File: src/rtl/core/tam_pkg.sv
// Shared types and constants for the three-axis acceleration magnitude pipeline.
// Depends on nothing; every core module refers to it by scoped names.
`timescale 1ns / 1ps
`default_nettype none

package tam_pkg;

    localparam int RAW_W      = 14;
    localparam int SLOT_W     = 7;
    localparam int MAG_W      = 12;
    localparam int QTR_W      = 11;
    localparam int SQR_W      = 2 * QTR_W;
    localparam int SUM_W      = 24;
    localparam int REM_W      = MAG_W + 1;
    localparam int SLOTS_DEF  = 128;
    localparam int SQ_STAGES  = 4;
    localparam int SQ_STEPS   = 3;
    localparam logic [MAG_W-1:0] MAG_MAX = 12'd3545;

    typedef struct packed {
        logic [RAW_W-1:0]  raw_x;
        logic [RAW_W-1:0]  raw_y;
        logic [RAW_W-1:0]  raw_z;
        logic [SLOT_W-1:0] sample_slot;
    } t_in;

    typedef struct packed {
        logic [MAG_W-1:0]  magnitude;
        logic [SLOT_W-1:0] result_slot;
    } t_out;

    typedef struct packed {
        logic [QTR_W-1:0]  qx;
        logic [QTR_W-1:0]  qy;
        logic [QTR_W-1:0]  qz;
        logic [SLOT_W-1:0] slot;
    } t_quarter;

    typedef struct packed {
        logic [SUM_W-1:0]  v;
        logic [REM_W-1:0]  rem;
        logic [MAG_W-1:0]  root;
        logic [SLOT_W-1:0] slot;
    } t_root_state;

endpackage

`default_nettype wire

File: src/rtl/core/tam_front.sv
// Front stage: per-axis magnitude, quarter scaling and slot saturation.
// Depends on tam_pkg for the item and stage types.
`timescale 1ns / 1ps
`default_nettype none

module tam_front #(
    parameter int SLOTS = tam_pkg::SLOTS_DEF
) (
    input  wire              i_clk,
    input  wire              i_rst_n,
    input  wire              i_valid,
    input  tam_pkg::t_in     i_data,
    output logic             o_stall,
    output logic             o_valid,
    output tam_pkg::t_quarter o_data,
    input  wire              i_stall
);

    logic              r_valid;
    tam_pkg::t_quarter r_data;
    tam_pkg::t_quarter n_data;

    function automatic logic [tam_pkg::QTR_W-1:0] quarter(
        input logic [tam_pkg::RAW_W-1:0] w
    );
        logic [tam_pkg::RAW_W-1:0] m;
        begin
            m = w[tam_pkg::RAW_W-1] ? (tam_pkg::RAW_W'(0) - w) : w;
            quarter = m[tam_pkg::RAW_W-2:2];
        end
    endfunction

    always_comb begin
        n_data.qx = quarter(i_data.raw_x);
        n_data.qy = quarter(i_data.raw_y);
        n_data.qz = quarter(i_data.raw_z);
        if ({25'd0, i_data.sample_slot} >= 32'(SLOTS)) begin
            n_data.slot = tam_pkg::SLOT_W'(SLOTS - 1);
        end else begin
            n_data.slot = i_data.sample_slot;
        end
    end

    assign o_stall = r_valid & i_stall;
    assign o_valid = r_valid;
    assign o_data  = r_data;

    always_ff @(posedge i_clk) begin
        if (!i_rst_n) begin
            r_valid <= 1'b0;
        end else if (!o_stall) begin
            r_valid <= i_valid;
        end
    end

    always_ff @(posedge i_clk) begin
        if (!o_stall) begin
            r_data <= n_data;
        end
    end

endmodule

`default_nettype wire

File: src/rtl/core/tam_square_sum.sv
// Two stages: three 11x11 squares, then their 24-bit sum seeded as root state.
// Depends on tam_pkg for the stage types.
`timescale 1ns / 1ps
`default_nettype none

module tam_square_sum (
    input  wire                 i_clk,
    input  wire                 i_rst_n,
    input  wire                 i_valid,
    input  tam_pkg::t_quarter   i_data,
    output logic                o_stall,
    output logic                o_valid,
    output tam_pkg::t_root_state o_data,
    input  wire                 i_stall
);

    logic                      r_sq_valid;
    logic [tam_pkg::SQR_W-1:0] r_sx;
    logic [tam_pkg::SQR_W-1:0] r_sy;
    logic [tam_pkg::SQR_W-1:0] r_sz;
    logic [tam_pkg::SLOT_W-1:0] r_sq_slot;
    logic                      sq_stall;

    logic                 r_valid;
    tam_pkg::t_root_state r_data;
    tam_pkg::t_root_state n_data;

    assign o_stall  = r_sq_valid & sq_stall;
    assign sq_stall = r_valid & i_stall;

    always_ff @(posedge i_clk) begin
        if (!i_rst_n) begin
            r_sq_valid <= 1'b0;
        end else if (!o_stall) begin
            r_sq_valid <= i_valid;
        end
    end

    always_ff @(posedge i_clk) begin
        if (!o_stall) begin
            r_sx      <= tam_pkg::SQR_W'(i_data.qx) * tam_pkg::SQR_W'(i_data.qx);
            r_sy      <= tam_pkg::SQR_W'(i_data.qy) * tam_pkg::SQR_W'(i_data.qy);
            r_sz      <= tam_pkg::SQR_W'(i_data.qz) * tam_pkg::SQR_W'(i_data.qz);
            r_sq_slot <= i_data.slot;
        end
    end

    always_comb begin
        n_data.v    = tam_pkg::SUM_W'(r_sx) + tam_pkg::SUM_W'(r_sy) + tam_pkg::SUM_W'(r_sz);
        n_data.rem  = '0;
        n_data.root = '0;
        n_data.slot = r_sq_slot;
    end

    assign o_valid = r_valid;
    assign o_data  = r_data;

    always_ff @(posedge i_clk) begin
        if (!i_rst_n) begin
            r_valid <= 1'b0;
        end else if (!sq_stall) begin
            r_valid <= r_sq_valid;
        end
    end

    always_ff @(posedge i_clk) begin
        if (!sq_stall) begin
            r_data <= n_data;
        end
    end

endmodule

`default_nettype wire

File: src/rtl/core/tam_sqrt_stage.sv
// One square-root stage: a fixed number of two-bit digit steps, registered.
// Depends on tam_pkg for the root state type and step count.
`timescale 1ns / 1ps
`default_nettype none

module tam_sqrt_stage (
    input  wire                  i_clk,
    input  wire                  i_rst_n,
    input  wire                  i_valid,
    input  tam_pkg::t_root_state i_data,
    output logic                 o_stall,
    output logic                 o_valid,
    output tam_pkg::t_root_state o_data,
    input  wire                  i_stall
);

    logic                 r_valid;
    tam_pkg::t_root_state r_data;
    tam_pkg::t_root_state n_data;

    always_comb begin
        logic [tam_pkg::REM_W+1:0] acc;
        logic [tam_pkg::REM_W+1:0] trial;
        n_data = i_data;
        for (int k = 0; k < tam_pkg::SQ_STEPS; k++) begin
            acc   = {n_data.rem, n_data.v[tam_pkg::SUM_W-1 -: 2]};
            trial = {1'b0, n_data.root, 2'b01};
            n_data.v = {n_data.v[tam_pkg::SUM_W-3:0], 2'b00};
            if (acc >= trial) begin
                n_data.rem  = tam_pkg::REM_W'(acc - trial);
                n_data.root = {n_data.root[tam_pkg::MAG_W-2:0], 1'b1};
            end else begin
                n_data.rem  = tam_pkg::REM_W'(acc);
                n_data.root = {n_data.root[tam_pkg::MAG_W-2:0], 1'b0};
            end
        end
    end

    assign o_stall = r_valid & i_stall;
    assign o_valid = r_valid;
    assign o_data  = r_data;

    always_ff @(posedge i_clk) begin
        if (!i_rst_n) begin
            r_valid <= 1'b0;
        end else if (!o_stall) begin
            r_valid <= i_valid;
        end
    end

    always_ff @(posedge i_clk) begin
        if (!o_stall) begin
            r_data <= n_data;
        end
    end

endmodule

`default_nettype wire

File: src/rtl/core/three_axis_accel_magnitude.sv
// An accepted item passes the front register, the square and sum registers, then the square-root stages.
// One item per cycle while i_stall is low; each of the 7 register stages holds one item.
// The square root runs as 4 stages of 3 two-bit digit steps, which sets the depth.
// Reset clears every stage valid bit; payload registers are not reset.
// Depends on tam_pkg, tam_front, tam_square_sum and tam_sqrt_stage.
`timescale 1ns / 1ps
`default_nettype none

module three_axis_accel_magnitude #(
    parameter int SLOTS = tam_pkg::SLOTS_DEF
) (
    input  wire           i_clk,
    input  wire           i_rst_n,
    input  wire           i_valid,
    input  tam_pkg::t_in  i_item,
    output logic          o_stall,
    output logic          o_valid,
    output tam_pkg::t_out o_result,
    input  wire           i_stall
);

    logic              fr_valid;
    logic              fr_stall;
    tam_pkg::t_quarter fr_data;

    logic                 sq_valid [0:tam_pkg::SQ_STAGES];
    logic                 sq_stall [0:tam_pkg::SQ_STAGES];
    tam_pkg::t_root_state sq_data  [0:tam_pkg::SQ_STAGES];

    tam_front #(
        .SLOTS (SLOTS)
    ) u_front (
        .i_clk   (i_clk),
        .i_rst_n (i_rst_n),
        .i_valid (i_valid),
        .i_data  (i_item),
        .o_stall (o_stall),
        .o_valid (fr_valid),
        .o_data  (fr_data),
        .i_stall (fr_stall)
    );

    tam_square_sum u_square_sum (
        .i_clk   (i_clk),
        .i_rst_n (i_rst_n),
        .i_valid (fr_valid),
        .i_data  (fr_data),
        .o_stall (fr_stall),
        .o_valid (sq_valid[0]),
        .o_data  (sq_data[0]),
        .i_stall (sq_stall[0])
    );

    for (genvar g = 0; g < tam_pkg::SQ_STAGES; g++) begin : g_sqrt
        tam_sqrt_stage u_stage (
            .i_clk   (i_clk),
            .i_rst_n (i_rst_n),
            .i_valid (sq_valid[g]),
            .i_data  (sq_data[g]),
            .o_stall (sq_stall[g]),
            .o_valid (sq_valid[g+1]),
            .o_data  (sq_data[g+1]),
            .i_stall (sq_stall[g+1])
        );
    end

    assign sq_stall[tam_pkg::SQ_STAGES] = i_stall;
    assign o_valid              = sq_valid[tam_pkg::SQ_STAGES];
    assign o_result.magnitude   = sq_data[tam_pkg::SQ_STAGES].root;
    assign o_result.result_slot = sq_data[tam_pkg::SQ_STAGES].slot;

`ifndef SYNTH
    a_stall_full : assert property (@(posedge i_clk) disable iff (!i_rst_n)
        o_stall |-> (o_valid && i_stall))
        else $error("input stalled while output stage can advance");

    a_mag_range : assert property (@(posedge i_clk) disable iff (!i_rst_n)
        o_valid |-> (o_result.magnitude <= tam_pkg::MAG_MAX))
        else $error("magnitude out of range");

    a_slot_range : assert property (@(posedge i_clk) disable iff (!i_rst_n)
        o_valid |-> ({25'd0, o_result.result_slot} < 32'(SLOTS)))
        else $error("result slot beyond buffer");
`endif

endmodule

`default_nettype wire
File: config.mk
export PLATFORM = sky130hd
export DESIGN_NAME = three_axis_accel_magnitude
export DESIGN_NICKNAME = d
export VERILOG_FILES = /design/src/rtl/core/tam_pkg.sv /design/src/rtl/core/tam_front.sv /design/src/rtl/core/tam_square_sum.sv /design/src/rtl/core/tam_sqrt_stage.sv /design/src/rtl/core/three_axis_accel_magnitude.sv
export SDC_FILE = /design/constraint.sdc
export NUM_CORES = 1
export LEC_CHECK = 0
export ABC_AREA = 1
export BUFFER_PORTS_ARGS = -buffer_cell sky130_fd_sc_hd__clkbuf_2
export CAP_MARGIN = 20
export CORE_UTILIZATION = 30
export DETAILED_ROUTE_END_ITERATION = 6
export PLACE_DENSITY_LB_ADDON = 0.12
export SLEW_MARGIN = 40
export SYNTH_ARGS = -nofsm -noshare
export SYNTH_HDL_FRONTEND = slang
export SYNTH_SLANG_ARGS = --single-unit
File: constraint.sdc
create_clock -name i_clk -period 11.3 [get_ports i_clk]
set_input_delay 1.695 -clock i_clk [delete_from_list [all_inputs] [get_ports i_clk]]
set_output_delay 1.695 -clock i_clk [all_outputs]
set_load 0.005 [all_outputs]
==> impl_results.md, run 1 <==
* Post-synthesis average cell area at 8.83 um^2
* Ratio of cells with drive above 1 in the final layout at 0.0677
* CP Data Required Time at 11.62 ns
* CTS Hold Buffers Added at 0
* Overall overflow remaining after global route at 0
* Wire length of the first global-routing pass at 98.8 mm
* Worst min path class: flop to flop
* Routed len/inst at 13.9 um
* Count of boundary I/O pins at 74
* Type of destination of the critical path: flop
* Setup repair after global routing missed its margin: no
* Most frequent standard cell in the layout excluding fill and tap cells: nand2_1
* Half-perimeter wire length after placement at 48.9 mm
* Netlist area before placement at 26,400 um^2
* Worst hold path depth at 0
* GP Congestion at 0.918
* CP startpoint kind: flop
* Final hold violation count at 0
* Cell with the biggest individual delay on the critical path: edfxtp_1
* Share of the yosys chip area belonging to registers at 0.317
* Post-synth net total at 3,516
* DRT iter0 DRCs at 806
* Type of the worst setup path: flop to flop
* Register-to-Register Setup Slack at 5.24 ns
* Row count at 108
* Total inserted antenna cells at 0
* End of the worst register-to-register path: g_sqrt[3].u_stage.o_data[7]$_DFFE_PN_
* Core Footprint at 86,900 um^2
* Tightest Pin Transition at 0.662 ns
* Number of register bits inferred by synthesis at 281
* Number of DRC violations after detailed routing at 0
* Routed wire length at 59.0 mm
* Number of buffers inserted by post-CTS setup repair at 0
* Vias in the first global route at 19,809
* Number of nets at the end of the flow at 3,587
* Highest-count cells in the layout ignoring fill and taps: 634 x nand2_1, 575 x inv_1, 286 x ha_1, 274 x edfxtp_1, 190 x fa_1
* Maximum clock frequency at 0.165 GHz
* Number of cells traversed by the worst register-to-register path at 32
* Cell type with the highest occurrence count on the critical path: nand2_1
* Number of antenna violations at the first check in global routing at 0
* Overall track demand over capacity in global routing at 0.135
* Largest net degree at the start of global routing at 44
* Maximum level of the CTS H-tree at 2
* Post_cts resized at 0
* Antenna-violating nets left at 0
* Count of endpoints failing setup in the final report at 0
* Worst Hold Slack at 0.416 ns
* Accumulated negative setup slack at 0 ns
* Syn Inst Count at 2,987
* P&R area growth vs syn at 11.2%
* Final period util at 0.536
* Clock input transition at the sequential cells of the worst setup and hold paths at 0.06 ns
* Arr. time, crit path at 6.37 ns
* Launch point of the worst path: g_sqrt[2].u_stage.o_data[9]$_DFFE_PN_
* Final worst clock skew at 0.0143 ns
* Max-cap viol count at 0
* TritonCTS clock tree: yes
* Count of flip-flops with a built-in enable after synthesis at 274
* Max-Slew Margin vs Limit at 0.556
* Launch instance of the worst min-delay path: u_front.o_data[4]$_DFFE_PN_
* Clk sinks at 281
* Beginning of the worst register-to-register path: g_sqrt[2].u_stage.o_data[9]$_DFFE_PN_
* CTS root buffer: clkbuf_16
* Max FO, Critical Path at 18
* Longest Clk Path Bufs at 3
* Synth async-reset ratio at 0
* Die boundary height at 299 um
* Dominant register cell in the synthesized netlist: edfxtp_1
* Delay of the slowest cell on the worst path at 0.44 ns
* Final Max Slew Viols at 0
* Insertion delay to the later sink of the worst-skew pair at 0.56 ns
* Routed via count at 18,994
* Total of buffers placed on input and output ports at 73
* Time the final worst path needs with I/O delays and setup at 6.06 ns
* Number of CTS-inserted buffers at 38
* Netlist cell types at 55
* Average vias per placed instance at 4.48
* Effective utilization at floorplan at 0.304
* Worst hold path endpoint: u_square_sum.r_sq_slot[4]$_DFFE_PN_
* Horizontal die dimension at 299 um
* Synth warn at 0
* Die area at 89,100 um^2
* Number of iterations in the first detailed-routing pass at 7
* Outcome: finished clean
-- through the flow --
stage	setup slack [ns]	util	instances	area, um^2
after global routing	4.43	0.338	4242	29300
after floorplan	2.30	-	2987	26400
final	5.24	0.338	4242	29300
after CTS	5.14	0.338	4242	29300
after detailed placement	5.15	0.323	4173	28000
after global placement	4.76	0.322	4172	28000
-- worst max-delay path by stage --
stage,end,slack [ns]
after floorplan,o_stall,2.30
after global placement,o_stall,4.76
after detailed placement,o_stall,5.15
after CTS,o_stall,5.14
after global routing,g_sqrt[3].u_stage.o_data[7]$_DFFE_PN_,4.43
final,g_sqrt[3].u_stage.o_data[7]$_DFFE_PN_,5.24
-- cell families after synthesis --
| kind of cell | synth area share |
|---|---|
| buffers and inverters | 0.0917 |
| adders and majority gates | 0.280 |
| AOI/OAI and AO/OA | 0.0800 |
| and+or+nand+nor | 0.166 |
| xor gates and xnor gates | 0.0638 |
| other | 0.000142 |
| DFF | 0.317 |
| muxes | 0.00166 |
-- state kept, by name (all words and copies together), names as in the netlist --
register	count
u_square_sum.r_sz	21
u_square_sum.r_sq_valid	1
g_sqrt.u_stage.o_valid	4
u_square_sum.o_data	31
u_square_sum.o_valid	1
u_square_sum.r_sy	21
u_square_sum.r_sq_slot	7
g_sqrt.u_stage.o_data	133
u_front.o_valid	1
u_square_sum.r_sx	21
u_front.o_data	40
-- cell type report --
cell class,count,area (um^2)
fill,8947,57500
multi-input combinational,2073,15600
sequential,281,8370
inverter,585,2200
tap,1155,1450
clock buffer,45,997
timing repair buffer,79,423
clock inverter,24,319
-- synthesized netlist by cell type (7+ instances only) --
cell type  count  area [um^2]
nand2_1      635         2380
inv_1        577         2170
ha_1         286         3580
edfxtp_1     274         8230
fa_1         190         3800
nor2_1       165          619
a21oi_1      156          781
o21ai_0      131          656
xor2_1       130         1140
nand3_1      108          541
xnor2_1       62          543
clkbuf_1      40          150
nor3_1        23          115
nand4_1       22          138
a21o_1        16          120
a31oi_1       15         93.8
nand3b_1      13         97.6
o21bai_1      13         97.6
nand2_2       11         68.8
or2_2         10         62.6
o31ai_1        9         67.6
inv_2          8         30.0
dfxtp_1        7          140
nand3_2        7         70.1
-- worst max-delay path: cells and delay by family (launching register included) --
kind                     cells  cell delay, ns
AND/OR/NAND/NOR             19            2.56
adder cells (fa/ha/maj)      3            1.10
buffers and inverters        5            0.83
flip-flops                   1            0.44
AO/OA/AOI/OAI                5            0.86
-- layer usage --
layer	wire length (um)	vias up	GRT usage	share of wire
met3	1580	85	0.0170	0.027
met1	26600	8939	0.168	0.45
met2	29300	214	0.243	0.50
met4	1530	0	0.0393	0.026
li1	-	9756	-	-
met5	0	-	0	0
Power of run 1 is not shown: default switching activity piles up to over one toggle a cycle in this logic, so the estimate is an artifact.
==> run 2, diff against run 1 <==
--- a/config.mk
+++ b/config.mk
@@ -5,7 +5,7 @@
 export SDC_FILE = /design/constraint.sdc
 export NUM_CORES = 1
 export LEC_CHECK = 0
-export ABC_AREA = 1
+export ABC_AREA = 0
 export BUFFER_PORTS_ARGS = -buffer_cell sky130_fd_sc_hd__clkbuf_2
 export CAP_MARGIN = 20
 export CORE_UTILIZATION = 30
==> constraint.sdc (replaced) <==
create_clock -name i_clk -period 5.4 [get_ports i_clk]
set_input_delay 0.81 -clock i_clk [delete_from_list [all_inputs] [get_ports i_clk]]
set_output_delay 0.81 -clock i_clk [all_outputs]
set_load 0.005 [all_outputs]
==> run 2 against run 1 <==
Against the previous run:
- setup slack lost 5.2 ns
- clock-buffer cell count is 5 lower
- critical path depth fell by 11
- global-route usage grew 0.49 points
- via count is 1.7% lower
- sequential cell count is the same
- largest cell class unchanged
- highest routed layer unchanged
==> impl_results.md, run 2 <==
* Number of fill cells at 8,289
* Clock input transition at the sequential cells of the worst setup and hold paths at 0.07 ns
* Syn Inst Count at 2,473
* Max-Slew Margin vs Limit at 0.506
* Effective utilization at floorplan at 0.304
* Utilization after layout at 0.389
* Die area at 86,400 um^2
* Max-cap viol count at 0
* Synth async-reset ratio at 0
* Antenna-violating nets left at 0
* Type of the worst setup path: flop to flop
* Average vias per placed instance at 4.55
* Post-synth top cells: 317 x inv_1, 286 x ha_1, 274 x edfxtp_1
* Beginning of the worst register-to-register path: u_front.o_data[32]$_DFFE_PN_
* Register-to-Register Setup Slack at 0.07 ns
* TritonCTS clock tree: yes
* Overall overflow remaining after global route at 0
* Netlist area before placement at 25,600 um^2
* Wire length of the first global-routing pass at 97.8 mm
* Overall track demand over capacity in global routing at 0.140
* CP startpoint kind: flop
* Maximum level of the CTS H-tree at 2
* Row count at 106
* Vias in the first global route at 19,201
* Number of nets at the end of the flow at 3,477
* DRT iter0 DRCs at 689
* Number of register bits inferred by synthesis at 281
* Final Max Slew Viols at 0
* Count of flip-flops with a built-in enable after synthesis at 274
* Largest net degree at the start of global routing at 42
* Arr. time, crit path at 5.62 ns
* Total of buffers placed on input and output ports at 73
* Max FO, Critical Path at 8
* Number of CTS-inserted buffers at 36
* Total inserted antenna cells at 0
* Final worst setup slack at 0.0662 ns
* Highest-count cells in the layout ignoring fill and taps: 392 x buf_4, 300 x inv_1, 274 x edfxtp_1, 250 x ha_1, 183 x fa_1
* Final period util at 0.988
* Ratio of cells with drive above 1 in the final layout at 0.272
* GP Congestion at 0.856
* Launch point of the worst path: u_front.o_data[32]$_DFFE_PN_
* End of the worst register-to-register path: u_square_sum.r_sx[21]$_DFFE_PN_
* Routed len/inst at 14.7 um
* Synth top area cells: edfxtp_1 32%, fa_1 15%, ha_1 14%
* Flip-flop count of the largest register after layout at 133
* Netlist cell types at 96
* Type of destination of the critical path: flop
* Dominant register cell in the synthesized netlist: edfxtp_1
* Number of cells traversed by the worst register-to-register path at 21
* Time the final worst path needs with I/O delays and setup at 5.33 ns
* Final worst clock skew at 0.0253 ns
* Maximum clock frequency at 0.187 GHz
* Number of DRC violations after detailed routing at 0
* Count of endpoints failing setup in the final report at 0
* Tightest Pin Transition at 0.734 ns
* Share of the yosys chip area belonging to registers at 0.327
* Synth warn at 0
* Pre-CTS setup slack at -0.273 ns
* Final hold violation count at 0
* Most frequent standard cell in the layout excluding fill and tap cells: buf_4
* Routed wire length at 60.4 mm
* Post-synthesis average cell area at 10.3 um^2
* Worst setup endpoint: u_square_sum.r_sx[21]$_DFFE_PN_
* Accumulated negative setup slack at 0 ns
* Insertion delay to the later sink of the worst-skew pair at 0.55 ns
* Launch instance of the worst min-delay path: u_square_sum.o_data[35]$_DFFE_PN_
* Number of antenna violations at the first check in global routing at 0
* Count of boundary I/O pins at 74
* Horizontal die dimension at 294 um
* Setup repair after global routing missed its margin: yes
* Number of iterations in the first detailed-routing pass at 5
* Cell with the most instances after synthesis: inv_1
* Worst min path class: flop to flop
* CP Data Required Time at 5.69 ns
* Routed via count at 18,680
* P&R area growth vs syn at 27.9%
* Clk sinks at 281
* Post-synth net total at 3,002
* Die boundary height at 294 um
* Core Footprint at 84,000 um^2
* Longest Clk Path Bufs at 3
* Half-perimeter wire length after placement at 49.4 mm
* Outcome: finished clean
* Synth area leader: edfxtp_1
* Post-synth top area share at 0.322
* CTS root buffer: clkbuf_16
[run 2: cell types whose count changed in the layout (fill, tap and decap cells not counted), sizes merged, moves of 24 or more]
cell | previous run | this run
xor2 | 130 | 44
buf | 6 | 418
nand3 | 118 | 32
xnor2 | 62 | 156
a21oi | 161 | 137
nand2b | 0 | 24
a21o | 16 | 42
and2 | 3 | 123
o21ai | 137 | 70
nand2 | 650 | 169
nor2b | 0 | 28
inv | 592 | 325
[run 2: stage by stage]
step	instances	instance area [um^2]	hold WS, ns
3_3_place_gp	3971	29700	0.402
3_5_place_dp	3972	29800	0.405
2_1_floorplan	2473	25600	0.400
6_report	4110	32700	0.397
4_1_cts	4059	31400	0.388
5_1_grt	4110	32700	0.399
[run 2: worst max-delay path, stage by stage (launching register included)]
cell	delay, ns
edfxtp_1	0.53
and2_4	0.22
fa_2	0.48
ha_4	0.18
fa_1	0.48
ha_1	0.28
inv_1	0.05
fa_1	0.49
inv_2	0.05
ha_4	0.21
a21o_1	0.20
a21oi_4	0.13
o21bai_1	0.10
a21oi_2	0.17
nor2b_1	0.07
o21a_1	0.21
o21ai_2	0.18
a21oi_2	0.10
o41ai_4	0.34
o21ai_2	0.11
o41ai_2	0.38
xor2_1	0.11
[run 2: layer usage]
metal	part of all wire	up-vias	GRT usage
met1	0.44	8904	0.172
met5	0	-	0
met4	0.028	0	0.0433
met2	0.50	214	0.253
met3	0.027	79	0.0179
li1	-	9483	-
[run 2: repair_timing]
action                                  4_1_cts  5_1_grt
cloned                                        0        2
endpoints found under the setup margin       33       43
endpoints found under the hold margin         0        0
hold buffers                                  0        0
pin swaps                                    31      149
buffers inserted                             21       53
gates resized for setup                      55      204
[run 2: layout make-up]
cell class	count	area (um^2)	share of cell area
repair buffers	491	3610	0.110
well taps	1134	1420	0.0434
clock buffers	40	916	0.0280
inverters	322	1220	0.0373
multi-input cells	1816	16900	0.516
flip-flops and latches	281	8370	0.256
clock inverters	26	292	0.00892
[run 2: worst min-delay path by stage]
stage          cells past startpoint                                      to  slack [ns]
3_5_place_dp                       0   g_sqrt[1].u_stage.o_data[6]$_DFFE_PN_        0.40
6_report                           0  g_sqrt[0].u_stage.o_data[41]$_DFFE_PN_        0.40
4_1_cts                            0  g_sqrt[0].u_stage.o_data[41]$_DFFE_PN_        0.39
5_1_grt                            0  g_sqrt[0].u_stage.o_data[41]$_DFFE_PN_        0.40
2_1_floorplan                      0   g_sqrt[0].u_stage.o_data[0]$_DFFE_PN_        0.40
3_3_place_gp                       0  g_sqrt[2].u_stage.o_data[53]$_DFFE_PN_        0.40
[run 2: logic make-up (layout without fill, tap and decap cells)]
group           after synthesis  in the layout  synth area share
flops                       281            281             0.327
buf+inv                     376            879            0.0563
xor+xnor                    200            200            0.0688
compound gates              442            442             0.114
fa+ha+maj                   476            476             0.289
other cells                   1              1          0.000147
mux                          22             22           0.00999
simple gates                675            675             0.135
Power of run 2 is left out for the same reason.
